File: src/rtl/assert_macros.svh
// assertion helpers for the rtl file that checks itself
`ifndef ASSERT_MACROS_SVH
`define ASSERT_MACROS_SVH

// implication checked at every rising edge outside reset
`define URTM_ASSERT(lbl, clk, rst_n, prop) \
  lbl: assert property (@(posedge clk) disable iff (!rst_n) (prop)) \
    else $error("urtm assertion failed");

// condition that must never be true outside reset
`define URTM_NEVER(lbl, clk, rst_n, cond) \
  lbl: assert property (@(posedge clk) disable iff (!rst_n) !(cond)) \
    else $error("urtm forbidden condition seen");

`endif

File: src/rtl/urtm_pkg.sv
`default_nettype none

package urtm_pkg;

  // field widths
  localparam int unsigned COUNT_W = 16;
  localparam int unsigned EDGE_W  = 2;
  localparam int unsigned LIMIT_W = 16;
  localparam int unsigned OFFS_W  = 10;
  localparam int unsigned DIST_W  = 12;
  localparam int unsigned STAT_W  = 2;
  localparam int unsigned ENTRY_W = 11;
  localparam int unsigned CFG_W   = 16;

  // largest window entry: any error code over 58
  localparam int unsigned ENTRY_MAX = 1129;
  localparam logic [ENTRY_W-1:0] ERR_ENTRY = ENTRY_W'(ENTRY_MAX);

  // divide by 58 for a 15-bit half count: (x * 36158) >> 21 is exact
  localparam int unsigned HALF_W    = COUNT_W - 1;
  localparam int unsigned CM_SHIFT  = 21;
  localparam int unsigned CM_PROD_W = CM_SHIFT + ENTRY_W;
  localparam logic [COUNT_W-1:0] CM_RECIP = 16'd36158;

  // edge status codes
  localparam logic [EDGE_W-1:0] EDGE_FALL_TMO = 2'd2;

  // result status codes
  localparam logic [STAT_W-1:0] RES_VALID    = 2'd0;
  localparam logic [STAT_W-1:0] RES_RISE_ERR = 2'd1;
  localparam logic [STAT_W-1:0] RES_FALL_ERR = 2'd2;
  localparam logic [STAT_W-1:0] RES_NO_OBST  = 2'd3;

  // configuration register indexes
  localparam logic REG_NO_OBST_LIMIT = 1'b0;
  localparam logic REG_REV_OFFSET    = 1'b1;

  typedef struct packed {
    logic load;
    logic push;
    logic walk;
    logic trim;
    logic mul;
    logic finish;
  } urtm_cmd_t;

  typedef struct packed {
    logic walk_last;
  } urtm_stat_t;

endpackage

`default_nettype wire

File: src/rtl/urtm_ctrl.sv
`default_nettype none

module urtm_ctrl
  import urtm_pkg::*;
(
  input  logic       clk_i,
  input  logic       rst_ni,
  input  logic       in_valid_i,
  input  logic       out_stall_i,
  input  urtm_stat_t stat_i,
  output urtm_cmd_t  cmd_o,
  output logic       in_stall_o,
  output logic       out_valid_o
);

  localparam logic [2:0] S_IDLE = 3'd0;
  localparam logic [2:0] S_PUSH = 3'd1;
  localparam logic [2:0] S_WALK = 3'd2;
  localparam logic [2:0] S_TRIM = 3'd3;
  localparam logic [2:0] S_MUL  = 3'd4;
  localparam logic [2:0] S_DONE = 3'd5;

  logic [2:0] state_q, state_d;
  logic       out_valid_q, out_valid_d;
  urtm_cmd_t  cmd;

  always_comb begin
    cmd        = '0;
    cmd.load   = (state_q == S_IDLE) && in_valid_i;
    cmd.push   = (state_q == S_PUSH);
    cmd.walk   = (state_q == S_WALK);
    cmd.trim   = (state_q == S_TRIM);
    cmd.mul    = (state_q == S_MUL);
    // output register free or being drained this cycle
    cmd.finish = (state_q == S_DONE) && (!out_valid_q || !out_stall_i);
  end

  always_comb begin
    state_d = state_q;
    case (state_q)
      S_IDLE: begin
        if (cmd.load) state_d = S_PUSH;
      end
      S_PUSH: state_d = S_WALK;
      S_WALK: begin
        if (stat_i.walk_last) state_d = S_TRIM;
      end
      S_TRIM: state_d = S_MUL;
      S_MUL:  state_d = S_DONE;
      S_DONE: begin
        if (cmd.finish) state_d = S_IDLE;
      end
      default: state_d = S_IDLE;
    endcase
  end

  always_comb begin
    out_valid_d = out_valid_q;
    if (cmd.finish) begin
      out_valid_d = 1'b1;
    end else if (out_valid_q && !out_stall_i) begin
      out_valid_d = 1'b0;
    end
  end

  always_ff @(posedge clk_i or negedge rst_ni) begin
    if (!rst_ni) begin
      state_q     <= S_IDLE;
      out_valid_q <= 1'b0;
    end else begin
      state_q     <= state_d;
      out_valid_q <= out_valid_d;
    end
  end

  assign cmd_o       = cmd;
  assign in_stall_o  = (state_q != S_IDLE);
  assign out_valid_o = out_valid_q;

endmodule

`default_nettype wire

File: src/rtl/urtm_dp.sv
`default_nettype none

module urtm_dp
  import urtm_pkg::*;
#(
  parameter int unsigned WINDOW_LEN = 10
) (
  input  logic                     clk_i,
  input  logic                     rst_ni,
  input  urtm_cmd_t                cmd_i,
  output urtm_stat_t               stat_o,
  input  logic [COUNT_W-1:0]       pulse_count_i,
  input  logic [EDGE_W-1:0]        edge_status_i,
  input  logic [LIMIT_W-1:0]       no_obst_limit_i,
  input  logic [OFFS_W-1:0]        rev_offset_i,
  output logic signed [DIST_W-1:0] distance_value_o,
  output logic [STAT_W-1:0]        result_status_o
);

  localparam int unsigned IDX_W    = (WINDOW_LEN > 1) ? $clog2(WINDOW_LEN) : 1;
  localparam int unsigned SUM_W    = $clog2(ENTRY_MAX * WINDOW_LEN + 1);
  // trimmed mean by reciprocal: exact for any value below 2**SUM_W
  localparam int unsigned TRIM_DIV = WINDOW_LEN - 2;
  localparam int unsigned TRIM_L   = (TRIM_DIV > 1) ? $clog2(TRIM_DIV) : 0;
  localparam int unsigned TRIM_SH  = SUM_W + TRIM_L;
  localparam int unsigned MUL_W    = SUM_W + 2;
  localparam int unsigned PROD_W   = SUM_W + MUL_W;
  localparam longint unsigned TRIM_M =
    ((64'd1 << TRIM_SH) + TRIM_DIV - 1) / TRIM_DIV;
  localparam logic [MUL_W-1:0] TRIM_M_V = MUL_W'(TRIM_M);

  logic [ENTRY_W-1:0]   window_q [WINDOW_LEN];
  logic [STAT_W-1:0]    status_q, status_d;
  logic [CM_PROD_W-1:0] cm_prod_q;
  logic [HALF_W-1:0]    half;
  logic [ENTRY_W-1:0]   new_entry;
  logic [IDX_W-1:0]     idx_q;
  logic [SUM_W-1:0]     sum_q;
  logic [ENTRY_W-1:0]   hi_q, lo_q, cur;
  logic [SUM_W-1:0]     trim_q;
  logic [PROD_W-1:0]    prod_q;
  logic [ENTRY_W-1:0]   avg;
  logic [DIST_W-1:0]    dist_val;

  // classify the beat; bit 0 of the edge status flags a rise timeout
  always_comb begin
    if (edge_status_i[0]) begin
      status_d = RES_RISE_ERR;
    end else if (edge_status_i == EDGE_FALL_TMO) begin
      status_d = RES_FALL_ERR;
    end else if (pulse_count_i > no_obst_limit_i) begin
      status_d = RES_NO_OBST;
    end else begin
      status_d = RES_VALID;
    end
  end

  assign half      = pulse_count_i[COUNT_W-1:1];
  assign new_entry = (status_q != RES_VALID) ? ERR_ENTRY : cm_prod_q[CM_SHIFT +: ENTRY_W];
  assign cur       = window_q[idx_q];

  always_ff @(posedge clk_i) begin
    if (cmd_i.load) begin
      status_q  <= status_d;
      cm_prod_q <= CM_PROD_W'(half) * CM_PROD_W'(CM_RECIP);
    end
  end

  // window: entry 0 is the newest
  always_ff @(posedge clk_i or negedge rst_ni) begin
    if (!rst_ni) begin
      for (int i = 0; i < WINDOW_LEN; i++) window_q[i] <= '0;
    end else if (cmd_i.push) begin
      window_q[0] <= new_entry;
      for (int i = 1; i < WINDOW_LEN; i++) window_q[i] <= window_q[i-1];
    end
  end

  // walk: one entry per cycle into sum, max and min
  always_ff @(posedge clk_i) begin
    if (cmd_i.push) begin
      idx_q <= '0;
      sum_q <= '0;
      hi_q  <= '0;
      lo_q  <= '1;
    end else if (cmd_i.walk) begin
      idx_q <= idx_q + IDX_W'(1);
      sum_q <= sum_q + SUM_W'(cur);
      if (cur > hi_q) hi_q <= cur;
      if (cur < lo_q) lo_q <= cur;
    end
  end

  assign stat_o.walk_last = (idx_q == IDX_W'(WINDOW_LEN - 1));

  always_ff @(posedge clk_i) begin
    if (cmd_i.trim) trim_q <= sum_q - SUM_W'(hi_q) - SUM_W'(lo_q);
    if (cmd_i.mul)  prod_q <= PROD_W'(trim_q) * PROD_W'(TRIM_M_V);
  end

  assign avg      = prod_q[TRIM_SH +: ENTRY_W];
  assign dist_val = (status_q == RES_VALID)
                  ? (DIST_W'(rev_offset_i) - DIST_W'(avg)) : '0;

  always_ff @(posedge clk_i) begin
    if (cmd_i.finish) begin
      distance_value_o <= $signed(dist_val);
      result_status_o  <= status_q;
    end
  end

endmodule

`default_nettype wire

File: src/rtl/ultrasonic_range_trimmed_mean_top.sv
// Ultrasonic range back end. Each input beat is one echo measurement (timer
// count and edge status); each one yields exactly one result beat with the
// offset-minus-trimmed-mean distance and a status (0 valid, 1 rise timeout,
// 2 fall timeout, 3 no obstacle; distance is zero unless status is 0). An
// edge status of 3 counts as a rise timeout. The half count over 58 (1129 for any
// error) enters a WINDOW_LEN deep window that reset clears; the mean drops one
// maximum and one minimum entry. One beat is handled at a time: each beat is
// pushed, then the window is walked one entry per cycle, then trimmed and
// multiplied; the result is then registered into the output register, which
// may wait on out_stall_i, and only then is the next beat taken. A finished
// result waits in the output register while the next beat is taken.
// Configuration: index 0 no_obstacle_limit (reset 60000), index 1
// reverse_offset (reset 300); write only while the block is idle.
`default_nettype none

`include "assert_macros.svh"

module ultrasonic_range_trimmed_mean_top
  import urtm_pkg::*;
#(
  parameter int unsigned WINDOW_LEN = 10
) (
  input  logic                     clk_i,
  input  logic                     rst_ni,
  // measurement beats
  input  logic                     in_valid_i,
  output logic                     in_stall_o,
  input  logic [COUNT_W-1:0]       pulse_count_i,
  input  logic [EDGE_W-1:0]        edge_status_i,
  // result beats
  output logic                     out_valid_o,
  input  logic                     out_stall_i,
  output logic signed [DIST_W-1:0] distance_value_o,
  output logic [STAT_W-1:0]        result_status_o,
  // configuration writes
  input  logic                     cfg_valid_i,
  output logic                     cfg_ready_o,
  input  logic                     cfg_index_i,
  input  logic [CFG_W-1:0]         cfg_data_i
);

  urtm_cmd_t          cmd;
  urtm_stat_t         stat;
  logic [LIMIT_W-1:0] no_obst_limit_q;
  logic [OFFS_W-1:0]  rev_offset_q;

  // config writes are always taken
  assign cfg_ready_o = 1'b1;

  always_ff @(posedge clk_i or negedge rst_ni) begin
    if (!rst_ni) begin
      no_obst_limit_q <= 16'd60000;
      rev_offset_q    <= 10'd300;
    end else if (cfg_valid_i) begin
      case (cfg_index_i)
        REG_NO_OBST_LIMIT: no_obst_limit_q <= cfg_data_i;
        REG_REV_OFFSET:    rev_offset_q    <= cfg_data_i[OFFS_W-1:0];
        default: ;
      endcase
    end
  end

  // sequencer: accept, push, walk, trim, multiply, deliver
  urtm_ctrl u_ctrl (
    .clk_i       (clk_i),
    .rst_ni      (rst_ni),
    .in_valid_i  (in_valid_i),
    .out_stall_i (out_stall_i),
    .stat_i      (stat),
    .cmd_o       (cmd),
    .in_stall_o  (in_stall_o),
    .out_valid_o (out_valid_o)
  );

  // window, running max/min/sum and the two reciprocal multipliers
  urtm_dp #(
    .WINDOW_LEN (WINDOW_LEN)
  ) u_dp (
    .clk_i            (clk_i),
    .rst_ni           (rst_ni),
    .cmd_i            (cmd),
    .stat_o           (stat),
    .pulse_count_i    (pulse_count_i),
    .edge_status_i    (edge_status_i),
    .no_obst_limit_i  (no_obst_limit_q),
    .rev_offset_i     (rev_offset_q),
    .distance_value_o (distance_value_o),
    .result_status_o  (result_status_o)
  );

  // an accepted beat keeps the block busy for the next cycle
  `URTM_ASSERT(a_busy_after_accept, clk_i, rst_ni, (in_valid_i && !in_stall_o) |=> in_stall_o)
  // a result only appears out of a busy cycle
  `URTM_ASSERT(a_result_from_busy, clk_i, rst_ni, $rose(out_valid_o) |-> $past(in_stall_o))
  // error results carry a zero distance
  `URTM_NEVER(a_err_dist_zero, clk_i, rst_ni, out_valid_o && (result_status_o != RES_VALID) && (distance_value_o != '0))

endmodule

`default_nettype wire
File: config.mk
export PLATFORM = sky130hd
export DESIGN_NAME = ultrasonic_range_trimmed_mean_top
export DESIGN_NICKNAME = d
export VERILOG_FILES = /design/src/rtl/urtm_pkg.sv /design/src/rtl/urtm_ctrl.sv /design/src/rtl/urtm_dp.sv /design/src/rtl/ultrasonic_range_trimmed_mean_top.sv
export VERILOG_INCLUDE_DIRS = /design/src /design/src/rtl
export SDC_FILE = /design/constraint.sdc
export NUM_CORES = 1
export LEC_CHECK = 0
export BUFFER_PORTS_ARGS = -buffer_cell sky130_fd_sc_hd__buf_2
export CORE_ASPECT_RATIO = 1.25
export CORE_MARGIN = 3
export CORE_UTILIZATION = 45
export DETAILED_ROUTE_END_ITERATION = 12
export SLEW_MARGIN = 15
export SYNTH_ARGS = -nofsm -noshare
export SYNTH_HDL_FRONTEND = slang
export SYNTH_SLANG_ARGS = --single-unit
File: constraint.sdc
create_clock -name clk_i -period 9.26 [get_ports clk_i]
set_clock_uncertainty 0.1 [all_clocks]
set_input_delay 1.389 -clock clk_i [delete_from_list [all_inputs] [get_ports clk_i]]
set_output_delay 1.389 -clock clk_i [all_outputs]
set_load 0.01 [all_outputs]
# == Word-level counts from Yosys, hierarchy flattened ==
# Cells that the tools add are included.
# op_classes
add_sub_neg,5
multipliers,1
order_cmp,4
n_eq_ne,10
mux,12
bitwise_logic,2
n_reduce_logical,16
# ops
operator,count
binary-select mux 11 bit (select 4 bit),1
two-way mux 11 bit,3
"multiplier 15 x 15 -> 30 bit, second input constant",1
subtractor 14 x 11 -> 14 bit,2
case mux 3 bit (6 select lines),1
greater-than comparator 16 bit,1
adder 14 x 11 -> 14 bit,1
subtractor 10 x 11 -> 12 bit,1
greater-than comparator 11 bit,1
less-than comparator 11 bit,1
two-way mux 3 bit,3
AND reduction 2 bit,4
"== test 3 x 2 -> 1 bit, second input constant",2
"== test 3 bit, second input constant",2
">= comparator 5 bit, second input constant",1
NOT 4 -> 5 bit,1
"adder 4 x 1 -> 4 bit, second input constant",1
"== test 4 bit, second input constant",1
two-way mux 2 bit,2
"!= test 2 bit, second input constant",2
nonzero test 2 bit,2
"== test 3 x 1 -> 1 bit, second input constant",1
logical AND 1 bit,3
logical NOT 3 bit,1
other kinds (9),11
# totals
regBits,254
inputBits,40
out_inout_bits,17
elab_cells,74

# == Logic depth before layout (Yosys ltp) ==
# logic_depth
depth_word,6
mapped_depth,21
ltp_nobuf,21

# == Cells and area by module ==
# A second synthesis with hierarchy kept.
# unflattened
cells_unflattened,1385
area_unflattened_um2,15932.8
# by_module_without_submodules
mod,instances,cells_per_inst,area_per_inst_um2,seq_area_each_um2
urtm_dp,1,1300,14601.5,4994.8
ultrasonic_range_trimmed_mean_top,1,58,1057.3,664.4
urtm_ctrl,1,27,274.0,100.1

# == Worst setup path before layout ==
# OpenSTA, ideal clock, no wires.
# synth_timing
kind,input-to-reg
from,in pulse_count_i[13]
to,"reg u_dp.cm_prod_q[29], data pin"
setup_ps,258
arrival_time_ps,6208
required_time_ps,8902
path_slack_ps,2694
cell_stages,19
path_buffers,0
cell_sequence,fa_1 inv_1 fa_1 inv_1 fa_1 fa_1 fa_1 inv_1 fa_1 inv_1 ha_1 nand4_1 nor3_1 o31ai_1 o221ai_1 a211oi_2 o211ai_1 a21oi_1 xnor2_1
# synth_via
elab_chain_cells,1
# synth_rtl
item,line_no,source
"start, declared",ultrasonic_range_trimmed_mean_top.sv:28,"input logic [COUNT_W-1:0] pulse_count_i,"
multiplier 15 x 15 -> 30 bit,urtm_dp.sv:65,cm_prod_q <= CM_PROD_W'(half) * CM_PROD_W'(CM_RECIP);
"end signal, assigned",urtm_dp.sv:65,
"end, declared",urtm_dp.sv:34,logic [CM_PROD_W-1:0] cm_prod_q;
# Every way passes these cells.
# A chain may end at the register's enable or synchronous reset.

# == Final worst setup path ==
# Ends and elaborated chain as after synthesis.

==> flow_summary.yaml <==
run_status:
  status: "complete, no violations"
synth:
  synth_nets: 1876
  ys.flop_type: "dfrtp_1"
  yosysMostFrequentCell: "nand2_1"
  synth-seq-cells: 228
  ys_seq_area_share_pct: 37.3
  ys_warn_count: 0
  synth_top_cell_area_share_pct: 20.9
  syn_area_um2: 15400
  ys_top_cells_by_count: "nand2_1, inv_1, ha_1, dfrtp_1, fa_1"
  synth_edf_count: 48
  syn_avg_cell_area_um2: 9.89
  synth.largest_area_cell: "dfrtp_1"
  synth-async-reset-ratio_pct: 61.4
  synthDistinctLibCells: 64
  synthCells: 1560
  yosys-top-cells-area: "dfrtp_1, ha_1, fa_1"
critical_path:
  arrival_ns: 6.69
  critPathKind: "in -> reg"
  worstSetupEndpointType: "register"
  cp_max_fo: 8
  required_ns: 9.43
  critPathLaunchType: "primary input"
finish:
  drive_above_1_share_pct: 10.1
  area_delta_synth_final_pct: 10.3
  fin_cells: 2039
  final.fill_count: 3053
  multiInputGateArea_um2: 8680
  layout.area.seq_um2: 5760
  nets: 1913
  diodes: 0
clock_network:
  cts_tree: "built"
  cts_resized: 0
  clk_transition_reported_paths_ns: 0.06
  cts_made_buffers: 26
  cts_max_path_buffers: 3
  root_buffer: "clkbuf_16"
  cts_hold_repair.buffers: 0
  clock_sinks: 228
  h-tree-depth: 1
  clk_latency_ns: 0.53
  cts_setup_buffers: 0
sta:
  finalSetupViolCount: 0
  worstMarginPinSlew_ns: 1.18
  fin_crit_sh_pct: 70.4
  hold_viol_final: 0
  fin_tns_setup_ns: 0
  slew_violations: 0
  max_freq_mhz: 153
  hold_ws_ns: 0.322
  maxSlewHeadroom_pct: 20.7
  period_needed_ns: 6.52
  rsz0062_at_grt: "no"
place:
  gp_congestion: 0.859
  dp_hpwl_mm: 25.4
  port-buffer-count: 55
  dp.cells: 1992
pwr:
  p_clk_share_pct: 17.8
  internal_power_w: 0.00352
  p_per_area_nw_per_um2: 357
  peakVddDrop_mv: 0.178
  pwr-share-comb_pct: 54.4
  p_leak_nw: 8.64
  p_sw_w: 0.00255
  switching_share_pct: 42.0
  seq_power_share_pct: 27.8
detailed_routing:
  drtPass1Iterations: 5
  ant_nets: 0
  post_drt_wl_per_cell_um: 16.6
  drt_iter0_drc: 591
  viasPerCell: 5.17
  drc: 0
  dr_total_vias: 10600
  drt-total-wl_mm: 33.8
floorplan:
  die_w_um: 172
  std_cell_rows: 75
  core_area_um2: 33700
  start_util_pct: 45.8
  die_y_um: 213
  dieArea_um2: 36500
  boundaryPins: 57
global_routing:
  grt_pass1_vias: 10800
  grt_antenna_before_repair: 0
  grt_use_total_pct: 19.3
  grt_max_degree: 102
  grt_pass1_wl_mm: 56.4
  gr-total-overflow: 0
worst_hold_path:
  hp-class: "reg -> reg"
job:
  drv_cap: 0
==> power groups by stage <==
stage	sequential, W	clock, W	combinational (W)
5_1_grt	0.00173	0.00115	0.00382
3_3_place_gp	0.00169	0	0.00327
2_1_floorplan	0.00161	0	0.00261
4_1_cts	0.00169	0.00111	0.00336
6_report	0.00169	0.00108	0.00330
3_5_place_dp	0.00171	0	0.00333
==> layer usage <==
layer  wire length, µm  share of wire (%)  GRT usage (%)
met1             15100                 45           25.7
met2             16900                 50           33.7
met3               809                2.4           1.81
met4               947                2.8           5.52
met5                 0                  0              0
==> registers in the layout, indices dropped and copies added, names as in the netlist <==
register / flops
no_obst_limit_q: 16
rev_offset_q: 10
u_dp.result_status_o: 2
u_dp.window_q: 110
u_dp.sum_q: 14
u_dp.cm_prod_q: 10
u_dp.distance_value_o: 12
u_dp.hi_q: 11
u_dp.status_q: 2
u_dp.idx_q: 4
u_ctrl.out_valid_o: 1
u_dp.prod_q: 11
u_dp.lo_q: 11
u_ctrl.state_q: 3
u_dp.trim_q: 11
==> area by class of cell <==
class | count | area share, %
Multi-Input combinational cell | 1069 | 51.0
Sequential cell | 228 | 33.9
Inverter | 208 | 4.59
Clock buffer | 38 | 4.57
Tap cell | 423 | 3.11
Timing Repair Buffer | 64 | 2.05
Clock inverter | 9 | 0.780
==> cells by family (layout without fill, tap and decap cells) <==
kind of cell    Yosys count  in the layout  share of synthesized area [%]
mux                      58             58                           5.64
xor+xnor                 34             34                           1.93
buf+inv                 263            319                           6.49
simple gates            507            507                           13.4
flops                   228            228                           37.3
compound gates          193            193                           8.48
other cells               1              1                         0.0243
fa+ha+maj               276            276                           26.7
==> final timing paths <==
| path | start | to | slack [ns] | cells after the start |
|---|---|---|---|---|
| setup / recovery | pulse_count_i[13] | u_dp.cm_prod_q[29] | 2.74 | 20 |
| hold / removal | u_dp.trim_q[12] | u_dp.prod_q[26] | 0.32 | 0 |
| setup reg to reg | u_dp.idx_q[0] | u_dp.sum_q[10] | 4.77 | 13 |
| hold reg to reg | u_dp.trim_q[12] | u_dp.prod_q[26] | 0.32 | 0 |
| max in group asynchronous | rst_ni | no_obst_limit_q[12] | 6.96 | 2 |
| min in group asynchronous | rst_ni | u_dp.window_q[46] | 0.81 | 1 |
==> critical path, stage by stage <==
cell	delay, ns
buf_2	0.18
fa_1	0.55
inv_1	0.05
fa_1	0.47
inv_1	0.05
fa_1	0.52
fa_1	0.44
fa_1	0.54
inv_1	0.05
fa_1	0.52
inv_1	0.04
ha_1	0.32
nand4_1	0.13
nor3_1	0.18
o31ai_1	0.10
o221ai_1	0.42
a211oi_2	0.19
o211ai_1	0.29
a21oi_1	0.12
xnor2_1	0.13
==> per-stage QoR <==
step	setup slack, ns	util, %	total power (W)	area (µm²)
6_report	2.74	50.5	0.00606	17000
5_1_grt	2.36	50.5	0.00671	17000
4_1_cts	2.73	50.5	0.00615	17000
3_5_place_dp	2.18	47.8	0.00503	16100
3_3_place_gp	2.23	47.8	0.00496	16100
2_1_floorplan	2.69	-	0.00421	15400
==> cell usage in the layout, fill, tap and decap left out, types with 27 or more instances in the layout <==
cell	instances
a21o_1	28
ha_1	188
edfxtp_1	48
fa_1	88
nor2_1	54
dfxtp_1	39
inv_1	208
a21oi_1	32
clkbuf_16	27
nand2_1	378
dfrtp_1	129
buf_2	54
o21ai_0	44
(Power assumes the default switching activity.)
